$ cat src/rtl/core/segalloc_pkg.sv
// Shared types and constants for the segment allocator core.
// Used by segalloc_ctrl, segalloc_dpath and segment_allocator_first_best_fit_core.
`default_nettype none

package segalloc_pkg;

   // Width of a segment start address; lengths carry one more bit
   localparam int unsigned ADDRESS_BITS = 16;

   // Request and response payloads
   typedef struct packed {
      logic                    kind;
      logic [ADDRESS_BITS:0]   request_size;
      logic [ADDRESS_BITS-1:0] request_address;
   } req_type;

   typedef struct packed {
      logic [1:0]              status;
      logic [ADDRESS_BITS-1:0] granted_address;
   } rsp_type;

   typedef enum logic [1:0] {
      STATUS_OK         = 2'd0,
      STATUS_NO_FIT     = 2'd1,
      STATUS_NO_MATCH   = 2'd2,
      STATUS_TABLE_FULL = 2'd3
   } status_type;

   localparam logic KIND_ALLOCATE = 1'b0;
   localparam logic KIND_FREE     = 1'b1;

   // Configuration register map
   localparam int unsigned CSR_INDEX_BITS = 2;
   localparam logic [CSR_INDEX_BITS-1:0] CSR_FIT_MODE     = 2'd0;
   localparam logic [CSR_INDEX_BITS-1:0] CSR_TOTAL_MEMORY = 2'd1;
   localparam int unsigned CSR_DATA_BITS = ADDRESS_BITS + 1;
   localparam logic [ADDRESS_BITS:0] TOTAL_RESET = 17'd65536;

   typedef enum logic [2:0] {
      ST_INIT,
      ST_IDLE,
      ST_SCAN,
      ST_DECIDE,
      ST_SHIFT,
      ST_WRITE_LO,
      ST_WRITE_HI,
      ST_DONE
   } state_type;

   // Controller to datapath
   typedef struct packed {
      logic init;
      logic load;
      logic scan;
      logic decide;
      logic shift;
      logic write_lo;
      logic write_hi;
      logic respond;
   } cmd_type;

   // Datapath to controller
   typedef struct packed {
      logic scan_done;
      logic shift_done;
      logic need_hi;
      logic rsp_busy;
   } stat_type;

endpackage

`default_nettype wire

$ cat src/rtl/core/segment_allocator_first_best_fit_core.sv
// Top level of the segment allocator core: controller plus datapath.
// Depends on segalloc_pkg, segalloc_ctrl and segalloc_dpath.
`default_nettype none

// Segment allocator with first-fit or best-fit placement and coalescing of
// freed neighbors. The managed range is kept as an address-ordered table of
// segments (start, length, free flag) in a single-port-write memory of
// MAX_SEGMENTS entries. One request is handled at a time. An allocate or free
// takes one table read per live segment in the scan, a decision step, a shift
// of the entries above the touched segment (one entry per cycle, each written
// back after its read; none for an exact fit or an unmerged free), and one or
// two table writes, then the response transfer; the pace is set by the one
// read and one write port of the table. The response sits in an output
// register, so the next request is taken while it waits. Failed requests
// (no_fit, no_match, table_full) leave the table untouched and return
// address zero. Writing total_memory re-creates the table as a single free
// segment in the same cycle; after reset the block seeds that segment in its
// init state before it takes a request. Configuration writes are always
// taken and must only be issued while no request is in flight.

module segment_allocator_first_best_fit_core #(
   parameter int unsigned MAX_SEGMENTS = 64
) (
   input  wire logic                  clock,
   input  wire logic                  reset,
   // request channel
   input  wire logic                  req_valid,
   output logic                       req_ready,
   input  wire segalloc_pkg::req_type req_data,
   // response channel
   output logic                       rsp_valid,
   input  wire logic                  rsp_ready,
   output segalloc_pkg::rsp_type      rsp_data,
   // configuration write channel
   input  wire logic                  csr_valid,
   output logic                       csr_ready,
   input  wire logic [segalloc_pkg::CSR_INDEX_BITS-1:0] csr_index,
   input  wire logic [segalloc_pkg::CSR_DATA_BITS-1:0]  csr_data
);

   segalloc_pkg::cmd_type  cmd;
   segalloc_pkg::stat_type stat;

   // Configuration transfers complete in the cycle they are offered.
   assign csr_ready = 1'b1;

   segalloc_ctrl u_ctrl (
      .clock     (clock),
      .reset     (reset),
      .req_valid (req_valid),
      .req_ready (req_ready),
      .stat      (stat),
      .cmd       (cmd)
   );

   segalloc_dpath #(
      .MAX_SEGMENTS (MAX_SEGMENTS)
   ) u_dpath (
      .clock     (clock),
      .reset     (reset),
      .cmd       (cmd),
      .stat      (stat),
      .req_data  (req_data),
      .csr_valid (csr_valid),
      .csr_index (csr_index),
      .csr_data  (csr_data),
      .rsp_valid (rsp_valid),
      .rsp_ready (rsp_ready),
      .rsp_data  (rsp_data)
   );

endmodule

`default_nettype wire

$ cat src/rtl/core/segalloc_ctrl.sv
// Sequencer for the segment allocator: scan, decide, table shift, writes, response.
// Depends on segalloc_pkg.
`default_nettype none

module segalloc_ctrl (
   input  wire logic                clock,
   input  wire logic                reset,
   input  wire logic                req_valid,
   output logic                     req_ready,
   input  wire segalloc_pkg::stat_type stat,
   output segalloc_pkg::cmd_type    cmd
);

   segalloc_pkg::state_type state_ff, state_in;

   always_ff @(posedge clock) begin
      if (reset) begin
         state_ff <= segalloc_pkg::ST_INIT;
      end else begin
         state_ff <= state_in;
      end
   end

   always_comb begin
      state_in  = state_ff;
      cmd       = '0;
      req_ready = 1'b0;
      unique case (state_ff)
         segalloc_pkg::ST_INIT: begin
            cmd.init = 1'b1;
            state_in = segalloc_pkg::ST_IDLE;
         end
         segalloc_pkg::ST_IDLE: begin
            req_ready = 1'b1;
            if (req_valid) begin
               cmd.load = 1'b1;
               state_in = segalloc_pkg::ST_SCAN;
            end
         end
         segalloc_pkg::ST_SCAN: begin
            cmd.scan = 1'b1;
            if (stat.scan_done) begin
               state_in = segalloc_pkg::ST_DECIDE;
            end
         end
         segalloc_pkg::ST_DECIDE: begin
            cmd.decide = 1'b1;
            state_in   = segalloc_pkg::ST_SHIFT;
         end
         segalloc_pkg::ST_SHIFT: begin
            cmd.shift = 1'b1;
            if (stat.shift_done) begin
               state_in = segalloc_pkg::ST_WRITE_LO;
            end
         end
         segalloc_pkg::ST_WRITE_LO: begin
            cmd.write_lo = 1'b1;
            state_in = stat.need_hi ? segalloc_pkg::ST_WRITE_HI : segalloc_pkg::ST_DONE;
         end
         segalloc_pkg::ST_WRITE_HI: begin
            cmd.write_hi = 1'b1;
            state_in     = segalloc_pkg::ST_DONE;
         end
         segalloc_pkg::ST_DONE: begin
            if (!stat.rsp_busy) begin
               cmd.respond = 1'b1;
               state_in    = segalloc_pkg::ST_IDLE;
            end
         end
         default: begin
            state_in = segalloc_pkg::ST_IDLE;
         end
      endcase
   end

endmodule

`default_nettype wire

$ cat src/rtl/core/segalloc_dpath.sv
// Datapath of the segment allocator: segment table memory, scan and pick logic,
// table shift engine, configuration registers and response register. Depends on segalloc_pkg.
`default_nettype none

module segalloc_dpath #(
   parameter int unsigned MAX_SEGMENTS = 64
) (
   input  wire logic                   clock,
   input  wire logic                   reset,
   input  wire segalloc_pkg::cmd_type  cmd,
   output segalloc_pkg::stat_type      stat,
   input  wire segalloc_pkg::req_type  req_data,
   input  wire logic                   csr_valid,
   input  wire logic [segalloc_pkg::CSR_INDEX_BITS-1:0] csr_index,
   input  wire logic [segalloc_pkg::CSR_DATA_BITS-1:0]  csr_data,
   output logic                        rsp_valid,
   input  wire logic                   rsp_ready,
   output segalloc_pkg::rsp_type       rsp_data
);

   localparam int unsigned AB   = segalloc_pkg::ADDRESS_BITS;
   localparam int unsigned LW   = AB + 1;
   localparam int unsigned IW   = $clog2(MAX_SEGMENTS);
   localparam int unsigned CW   = $clog2(MAX_SEGMENTS + 1);
   localparam int unsigned CMPW = (LW > 17) ? LW : 17;
   localparam logic [LW-1:0] RANGE = {1'b1, {AB{1'b0}}};
   localparam logic [LW-1:0] TOTAL_INIT = segalloc_pkg::TOTAL_RESET;
   localparam logic [CW-1:0] COUNT_MAX  = CW'(MAX_SEGMENTS);

   // Segment table
   logic [AB-1:0] start_mem [MAX_SEGMENTS];
   logic [LW-1:0] len_mem   [MAX_SEGMENTS];
   logic          free_mem  [MAX_SEGMENTS];

   logic [IW-1:0] ra;
   logic [AB-1:0] rd_start;
   logic [LW-1:0] rd_len;
   logic          rd_free;

   logic          we;
   logic [IW-1:0] wa;
   logic [AB-1:0] wd_start;
   logic [LW-1:0] wd_len;
   logic          wd_free;

   always_ff @(posedge clock) begin
      if (we) begin
         start_mem[wa] <= wd_start;
         len_mem[wa]   <= wd_len;
         free_mem[wa]  <= wd_free;
      end
      rd_start <= start_mem[ra];
      rd_len   <= len_mem[ra];
      rd_free  <= free_mem[ra];
   end

   // Configuration and table size
   logic          fit_mode_ff;
   logic [LW-1:0] total_ff;
   logic [CW-1:0] count_ff;
   logic [LW-1:0] total_clamped;
   logic          csr_total_wr;

   always_comb begin
      if (CMPW'(csr_data) == '0) begin
         total_clamped = LW'(1);
      end else if (CMPW'(csr_data) > CMPW'(RANGE)) begin
         total_clamped = RANGE;
      end else begin
         total_clamped = LW'(csr_data);
      end
   end

   assign csr_total_wr = csr_valid && (csr_index == segalloc_pkg::CSR_TOTAL_MEMORY);

   // Request and scan state
   logic                            kind_ff;
   logic [segalloc_pkg::CSR_DATA_BITS-1:0] size_ff;
   logic [AB-1:0]                   addr_ff;
   logic [CW-1:0]                   scan_ff;
   logic                            ev_valid_ff;
   logic [IW-1:0]                   ev_idx_ff;
   logic                            found_ff;
   logic [IW-1:0]                   pick_ff;
   logic [AB-1:0]                   pick_start_ff;
   logic [LW-1:0]                   best_ff;
   logic                            last_free_ff;
   logic [AB-1:0]                   last_start_ff;
   logic [LW-1:0]                   last_len_ff;
   logic                            prev_free_ff;
   logic [AB-1:0]                   prev_start_ff;
   logic [LW-1:0]                   prev_len_ff;
   logic                            next_free_ff;
   logic [LW-1:0]                   next_len_ff;

   logic fits, take_a, match, take, next_hit;

   always_comb begin
      fits   = rd_free && (CMPW'(rd_len) >= CMPW'(size_ff));
      take_a = fits && (!found_ff || (fit_mode_ff && (rd_len < best_ff)));
      match  = !rd_free && (CMPW'(rd_start) == CMPW'(addr_ff))
               && (CMPW'(rd_len) == CMPW'(size_ff));
      take   = (kind_ff == segalloc_pkg::KIND_FREE) ? (match && !found_ff) : take_a;
      next_hit = found_ff && (CW'(ev_idx_ff) == (CW'(pick_ff) + CW'(1)));
   end

   // Decision
   logic [LW-1:0] size_l;
   logic          exact, alloc_ok, dec_ok, dec_need_hi;
   logic [1:0]    dec_status;
   logic [CW-1:0] merge_cnt, w_idx, src_first, dec_cnt, dec_src, dec_count;
   logic          dec_up;
   logic [AB-1:0] lo_start;
   logic [LW-1:0] lo_len;
   logic          lo_free;
   logic [IW-1:0] lo_addr;

   always_comb begin
      size_l    = LW'(size_ff);
      exact     = (best_ff == size_l);
      merge_cnt = CW'(prev_free_ff) + CW'(next_free_ff);
      w_idx     = prev_free_ff ? (CW'(pick_ff) - CW'(1)) : CW'(pick_ff);
      src_first = w_idx + CW'(1) + merge_cnt;
      alloc_ok  = 1'b0;
      dec_ok    = 1'b0;
      dec_need_hi = 1'b0;
      dec_up    = 1'b0;
      dec_cnt   = '0;
      dec_src   = '0;
      dec_count = count_ff;
      dec_status = segalloc_pkg::STATUS_OK;
      lo_addr   = pick_ff;
      lo_start  = pick_start_ff;
      lo_len    = size_l;
      lo_free   = 1'b0;
      if (kind_ff == segalloc_pkg::KIND_ALLOCATE) begin
         if ((size_ff == '0) || !found_ff) begin
            dec_status = segalloc_pkg::STATUS_NO_FIT;
         end else if (!exact && (count_ff >= COUNT_MAX)) begin
            dec_status = segalloc_pkg::STATUS_TABLE_FULL;
         end else begin
            alloc_ok = 1'b1;
            dec_ok   = 1'b1;
            if (!exact) begin
               // split: open a slot above the pick
               dec_need_hi = 1'b1;
               dec_up    = 1'b1;
               dec_src   = count_ff - CW'(1);
               dec_cnt   = count_ff - CW'(1) - CW'(pick_ff);
               dec_count = count_ff + CW'(1);
            end
         end
      end else begin
         if (!found_ff) begin
            dec_status = segalloc_pkg::STATUS_NO_MATCH;
         end else begin
            dec_ok    = 1'b1;
            lo_addr   = w_idx[IW-1:0];
            lo_start  = prev_free_ff ? prev_start_ff : pick_start_ff;
            lo_len    = (prev_free_ff ? prev_len_ff : '0) + best_ff
                        + (next_free_ff ? next_len_ff : '0);
            lo_free   = 1'b1;
            dec_src   = src_first;
            // without a merge the entries above stay where they are
            dec_cnt   = (merge_cnt == '0) ? '0 : (count_ff - src_first);
            dec_count = count_ff - merge_cnt;
         end
      end
   end

   // Update and shift registers
   logic          upd_ff, need_hi_ff, up_ff;
   logic [CW-1:0] merge_cnt_ff, src_ff, cnt_ff;
   logic          pend_ff;
   logic [IW-1:0] pend_addr_ff;
   logic [IW-1:0] lo_addr_ff, hi_addr_ff;
   logic [AB-1:0] lo_start_ff, hi_start_ff;
   logic [LW-1:0] lo_len_ff, hi_len_ff;
   logic          lo_free_ff;
   logic [1:0]    status_ff;
   logic [AB-1:0] granted_ff;
   logic          rsp_valid_ff;
   logic [1:0]    rsp_status_ff;
   logic [AB-1:0] rsp_granted_ff;
   logic [CW-1:0] pend_target;

   assign pend_target = up_ff ? (src_ff + CW'(1)) : (src_ff - merge_cnt_ff);

   always_comb begin
      ra = cmd.shift ? src_ff[IW-1:0] : scan_ff[IW-1:0];
   end

   // Single write port: configuration first, then init, shift, final writes
   always_comb begin
      we       = 1'b0;
      wa       = '0;
      wd_start = '0;
      wd_len   = total_ff;
      wd_free  = 1'b1;
      priority if (csr_total_wr) begin
         we     = 1'b1;
         wd_len = total_clamped;
      end else if (cmd.init) begin
         we = 1'b1;
      end else if (pend_ff) begin
         we       = 1'b1;
         wa       = pend_addr_ff;
         wd_start = rd_start;
         wd_len   = rd_len;
         wd_free  = rd_free;
      end else if (cmd.write_lo && upd_ff) begin
         we       = 1'b1;
         wa       = lo_addr_ff;
         wd_start = lo_start_ff;
         wd_len   = lo_len_ff;
         wd_free  = lo_free_ff;
      end else if (cmd.write_hi && need_hi_ff) begin
         we       = 1'b1;
         wa       = hi_addr_ff;
         wd_start = hi_start_ff;
         wd_len   = hi_len_ff;
      end
   end

   always_ff @(posedge clock) begin
      if (reset) begin
         fit_mode_ff  <= 1'b0;
         total_ff     <= TOTAL_INIT;
         count_ff     <= CW'(1);
         ev_valid_ff  <= 1'b0;
         pend_ff      <= 1'b0;
         cnt_ff       <= '0;
         upd_ff       <= 1'b0;
         need_hi_ff   <= 1'b0;
         rsp_valid_ff <= 1'b0;
      end else begin
         if (csr_valid && (csr_index == segalloc_pkg::CSR_FIT_MODE)) begin
            fit_mode_ff <= csr_data[0];
         end
         if (csr_total_wr) begin
            total_ff <= total_clamped;
         end
         if (csr_total_wr || cmd.init) begin
            count_ff <= CW'(1);
         end else if (cmd.decide && dec_ok) begin
            count_ff <= dec_count;
         end

         // scan pipeline: issue one read per cycle, evaluate it in the following cycle
         if (cmd.load) begin
            ev_valid_ff <= 1'b0;
         end else if (cmd.scan) begin
            ev_valid_ff <= (scan_ff < count_ff);
         end

         if (cmd.decide) begin
            upd_ff     <= dec_ok;
            need_hi_ff <= dec_need_hi;
            cnt_ff     <= dec_cnt;
         end else if (cmd.shift && (cnt_ff != '0)) begin
            cnt_ff <= cnt_ff - CW'(1);
         end
         pend_ff <= cmd.shift && (cnt_ff != '0);

         if (cmd.respond) begin
            rsp_valid_ff <= 1'b1;
         end else if (rsp_ready) begin
            rsp_valid_ff <= 1'b0;
         end
      end
   end

   always_ff @(posedge clock) begin
      if (cmd.load) begin
         kind_ff      <= req_data.kind;
         size_ff      <= req_data.request_size;
         addr_ff      <= req_data.request_address;
         scan_ff      <= '0;
         found_ff     <= 1'b0;
         prev_free_ff <= 1'b0;
         next_free_ff <= 1'b0;
      end else if (cmd.scan) begin
         if (scan_ff < count_ff) begin
            scan_ff   <= scan_ff + CW'(1);
            ev_idx_ff <= scan_ff[IW-1:0];
         end
         if (ev_valid_ff) begin
            if (take) begin
               found_ff      <= 1'b1;
               pick_ff       <= ev_idx_ff;
               pick_start_ff <= rd_start;
               best_ff       <= rd_len;
               prev_free_ff  <= (ev_idx_ff != '0) && last_free_ff;
               prev_start_ff <= last_start_ff;
               prev_len_ff   <= last_len_ff;
            end
            if (next_hit) begin
               next_free_ff <= rd_free;
               next_len_ff  <= rd_len;
            end
            last_free_ff  <= rd_free;
            last_start_ff <= rd_start;
            last_len_ff   <= rd_len;
         end
      end

      if (cmd.decide) begin
         up_ff        <= dec_up;
         merge_cnt_ff <= merge_cnt;
         src_ff       <= dec_src;
         lo_addr_ff   <= lo_addr;
         lo_start_ff  <= lo_start;
         lo_len_ff    <= lo_len;
         lo_free_ff   <= lo_free;
         hi_addr_ff   <= IW'(CW'(pick_ff) + CW'(1));
         hi_start_ff  <= pick_start_ff + AB'(size_ff);
         hi_len_ff    <= best_ff - size_l;
         status_ff    <= dec_status;
         granted_ff   <= alloc_ok ? pick_start_ff : '0;
      end else if (cmd.shift && (cnt_ff != '0)) begin
         src_ff       <= up_ff ? (src_ff - CW'(1)) : (src_ff + CW'(1));
         pend_addr_ff <= pend_target[IW-1:0];
      end

      // hold the offered response steady while the next request runs
      if (cmd.respond) begin
         rsp_status_ff  <= status_ff;
         rsp_granted_ff <= granted_ff;
      end
   end

   always_comb begin
      stat.scan_done  = (scan_ff >= count_ff) && !ev_valid_ff;
      stat.shift_done = (cnt_ff == '0) && !pend_ff;
      stat.need_hi    = need_hi_ff;
      stat.rsp_busy   = rsp_valid_ff && !rsp_ready;
   end

   assign rsp_valid                = rsp_valid_ff;
   assign rsp_data.status          = rsp_status_ff;
   assign rsp_data.granted_address = rsp_granted_ff;

endmodule

`default_nettype wire
$ cat config.mk
export PLATFORM = sky130hd
export DESIGN_NAME = segment_allocator_first_best_fit_core
export DESIGN_NICKNAME = d
export VERILOG_FILES = /design/src/rtl/core/segalloc_pkg.sv /design/src/rtl/core/segment_allocator_first_best_fit_core.sv /design/src/rtl/core/segalloc_ctrl.sv /design/src/rtl/core/segalloc_dpath.sv
export SDC_FILE = /design/constraint.sdc
export NUM_CORES = 2
export LEC_CHECK = 0
export BUFFER_PORTS_ARGS = -buffer_cell sky130_fd_sc_hd__buf_4
export CAP_MARGIN = 20
export CORE_ASPECT_RATIO = 1.25
export CORE_MARGIN = 1.5
export CORE_UTILIZATION = 55
export DETAILED_ROUTE_END_ITERATION = 6
export GPL_TIMING_DRIVEN = 0
export PLACE_DENSITY = 0.71
export SYNTH_ARGS = -nofsm -noshare
export SYNTH_HDL_FRONTEND = slang
export SYNTH_SLANG_ARGS = --single-unit
$ cat constraint.sdc
create_clock -name clock -period 10.5 [get_ports clock]
set_input_delay 1.05 -clock clock [delete_from_list [all_inputs] [get_ports clock]]
set_output_delay 1.05 -clock clock [all_outputs]
set_load 0.02 [all_outputs]
==> impl_metrics.csv <==
group,metric,value,unit
clocking,clockBufferDepth,3,
worst_setup_path,rr_endpoint,"u_dpath.rd_len[12]",
clocking,cts_tree,"done",
routing,wl,345000,µm
clocking,cts_root_buffer,"clkbuf_16",
worst_setup_path,cp_max_fo,10,
outcome,violations,"design-rule violations, max-capacitance violations, max-slew violations",
die,io_pins,79,
worst_setup_path,critPathMaxStageDelay,790,ps
sta,maxSlewHeadroom,-2.49,%
power_and_ir_drop,p_leak,0.0391,µW
synthesis,postSynth.asyncResetShare,0,%
finish,largest_reg_flops,1088,
finish,largestRegisters,"u_dpath.len_mem (1088), u_dpath.start_mem (1024), u_dpath.free_mem (64)",
sta,tightest_slew,1540,ps
worst_hold_path,hold_class,"in2reg",
sta,finalSetupViolations,0,
grt,gr-total-overflow,0,
place,portBuffers,77,
routing,firstDrtPassIters,7,
grt,grt_max_degree,64,
synthesis,syn_area_per_cell,15.3,µm²
synthesis,syn_area,103000,µm²
worst_setup_path,crit_top_cell,"buf_2",
routing,antenna_left,0,
synthesis,synth-warning-count,0,
synthesis,synth_common_cells,"edfxtp_1, nand2_1, nand3_1, mux4_2, clkbuf_1",
worst_setup_path,cp_top_family,"buffers and inverters",
clocking,postCtsSetupBuffers,0,
worst_setup_path,crit_path_end_kind,"register",
die,dieWidth,391,µm
worst_setup_path,path_buf_inv,5,
synthesis,ys_top_cells_by_area,"edfxtp_1, mux4_2, nand2_1",
worst_setup_path,crit_arrival,6580,ps
grt,antenna_found_initial,42,
sta,fmax,171,MHz
outcome,status,"finished with violations",
routing,vias,65200,
routing,wl_per_cell,34.6,µm
die,fp.dieH,488,µm
clocking,htreeDepth,4,
worst_setup_path,r2r-start,"u_ctrl.state_ff[2]",
place,post-dp-hpwl,245000,µm
worst_setup_path,crit_required,11230,ps
synthesis,synth_edf_count,2469,
clocking,cts.repair.resized,0,
finish,regMostFlops,"u_dpath.len_mem",
die,dieArea,190000,µm²
power_and_ir_drop,finalPower,28300,µW
sta,rsz0062_at_grt,"false",
sta,skew,46.8,ps
routing,drt_iter0_drc,9486,
worst_setup_path,reg2regPathDepth,10,
finish,fin_nets,7423,
sta,hold_viol,0,
finish,drive_gt1_share,14.3,%
die,core,186000,µm²
synthesis,synth_nets,6956,
routing,drc,30,
grt,grt_pass1_vias,62500,
worst_setup_path,worstSetupPathType,"reg2reg",
sta,fin_crit,5860,ps
clocking,clk_latency,910,ps
worst_hold_path,min_from,"req_data[28]",
worst_hold_path,hold_end,"u_dpath.size_ff[12]",
finish,area_growth,14.7,%
worst_setup_path,cp-start-kind,"register",
die,fp-row-count,177,
sta,slew_viol_final,8,
synthesis,synth_most_common_cell,"edfxtp_1",
sta,finalCritPeriodShare,55.8,%
clocking,clk_pin_slew,70,ps
clocking,cts.sink_count,2553,
clocking,ctsHoldBuffers,0,
synthesis,netlist_instances,6756,
synthesis,ys.flop_type,"edfxtp_1",
sta,holdWs,323,ps
synthesis,synth_top_area_share,71.8,%
grt,grt_pass1_wl,472000,µm
worst_setup_path,r2r_slack,4640,ps
power_and_ir_drop,peakVddDrop,186,µV
synthesis,ys_seq_area_share,73.4,%
worst_hold_path,hold_depth,1,
synthesis,yosys.area.top_type,"edfxtp_1",
worst_setup_path,cpMaxStageDelayCell,"buf_2",
power_and_ir_drop,power_density,239,nW/µm²
clocking,cts_made_buffers,230,
synthesis,synth_cell_types,69,
flow_run,cap_violations,1,
routing,vias_per_cell,6.54,
place,place.gp.congestion,1.15,
grt,grt_util_all_layers,36.2,%
die,start_util,55.4,%
synthesis,ys_ff_latch,2553,
worst_setup_path,crit_chain,"nor3b_4, mux2_2, buf_2, buf_2, buf_2, buf_2, buf_2, mux2i_1, o22ai_1, or4_1",
metal layers:
metal	up-vias	wire length, µm	global-route usage (%)	share of wire [%]
met3	1093	38100	8.38	11
met2	4555	162000	57.9	47
met4	16	29600	25.7	8.6
met5	-	105	0	0.030
met1	32600	115000	43.6	33
li1	26800	-	-	-
metrics by stage:
stage / util, % / setup TNS (ps) / setup slack (ps) / instance area, µm² / instances
2_1_floorplan: - / 0 / 2930 / 103000 / 6756
6_report: 63.5 / 0 / 4640 / 118000 / 9964
3_5_place_dp: 59.5 / 0 / 5080 / 111000 / 9493
3_3_place_gp: 57.4 / -339090 / -1250 / 107000 / 9339
5_1_grt: 63.5 / 0 / 4790 / 118000 / 9952
4_1_cts: 63.4 / 0 / 5060 / 118000 / 9915
layout by cell type, fill, tap and decap left out, drive strengths merged, types with 91 or more instances in the layout:
cell | Yosys | final
nor2 | 215 | 215
o22ai | 137 | 137
edfxtp | 2469 | 2469
nand3 | 328 | 328
mux4 | 246 | 246
a21oi | 106 | 106
a31oi | 160 | 160
clkbuf | 241 | 537
buf | 154 | 389
clkinv | 1 | 91
inv | 131 | 141
and3 | 164 | 164
nand2 | 1294 | 1294
a311oi | 150 | 150
mux2i | 154 | 154
ha | 118 | 118
report_power, final:
part	total [µW]	switching (µW)	leakage [µW]	internal, µW
registers	11800	257	0.0214	11500
clock network	8390	3770	0.00361	4620
logic	8160	5760	0.0141	2400
total	28300	9790	0.0391	18500
kinds of logic after synthesis:
kind of cell	count (synthesis)	synth area share (%)
mux	417	7.04
xor+xnor	121	1.03
buf+inv	527	2.13
simple gates	2202	9.33
other cells	1	0.00363
flops	2553	73.4
compound gates	793	5.19
fa+ha+maj	142	1.89
worst max-delay path by stage:
stage	start	to	slack (ps)	cells past startpoint
3_3_place_gp	u_dpath.size_ff[1]	u_dpath.prev_free_ff	-1250	9
4_1_cts	u_ctrl.state_ff[2]	u_dpath.rd_start[13]	5060	10
6_report	u_ctrl.state_ff[2]	u_dpath.rd_len[12]	4640	10
2_1_floorplan	u_dpath.size_ff[1]	u_dpath.prev_free_ff	2930	9
5_1_grt	u_ctrl.state_ff[2]	u_dpath.rd_len[12]	4790	10
3_5_place_dp	u_ctrl.state_ff[2]	u_dpath.rd_start[13]	5080	10
cell type report:
cell class                 count  area, µm²
buffer                       395       1720
clock inverter               126       1350
multi-input combinational   3676      26100
antenna                       45        113
timing repair buffer         235       3630
fill                       13100      68000
inverter                     132        495
tap                         2506       3140
clock buffer                 296       6080
sequential                  2553      75800
Note: power is estimated with default switching activity, not from simulation.
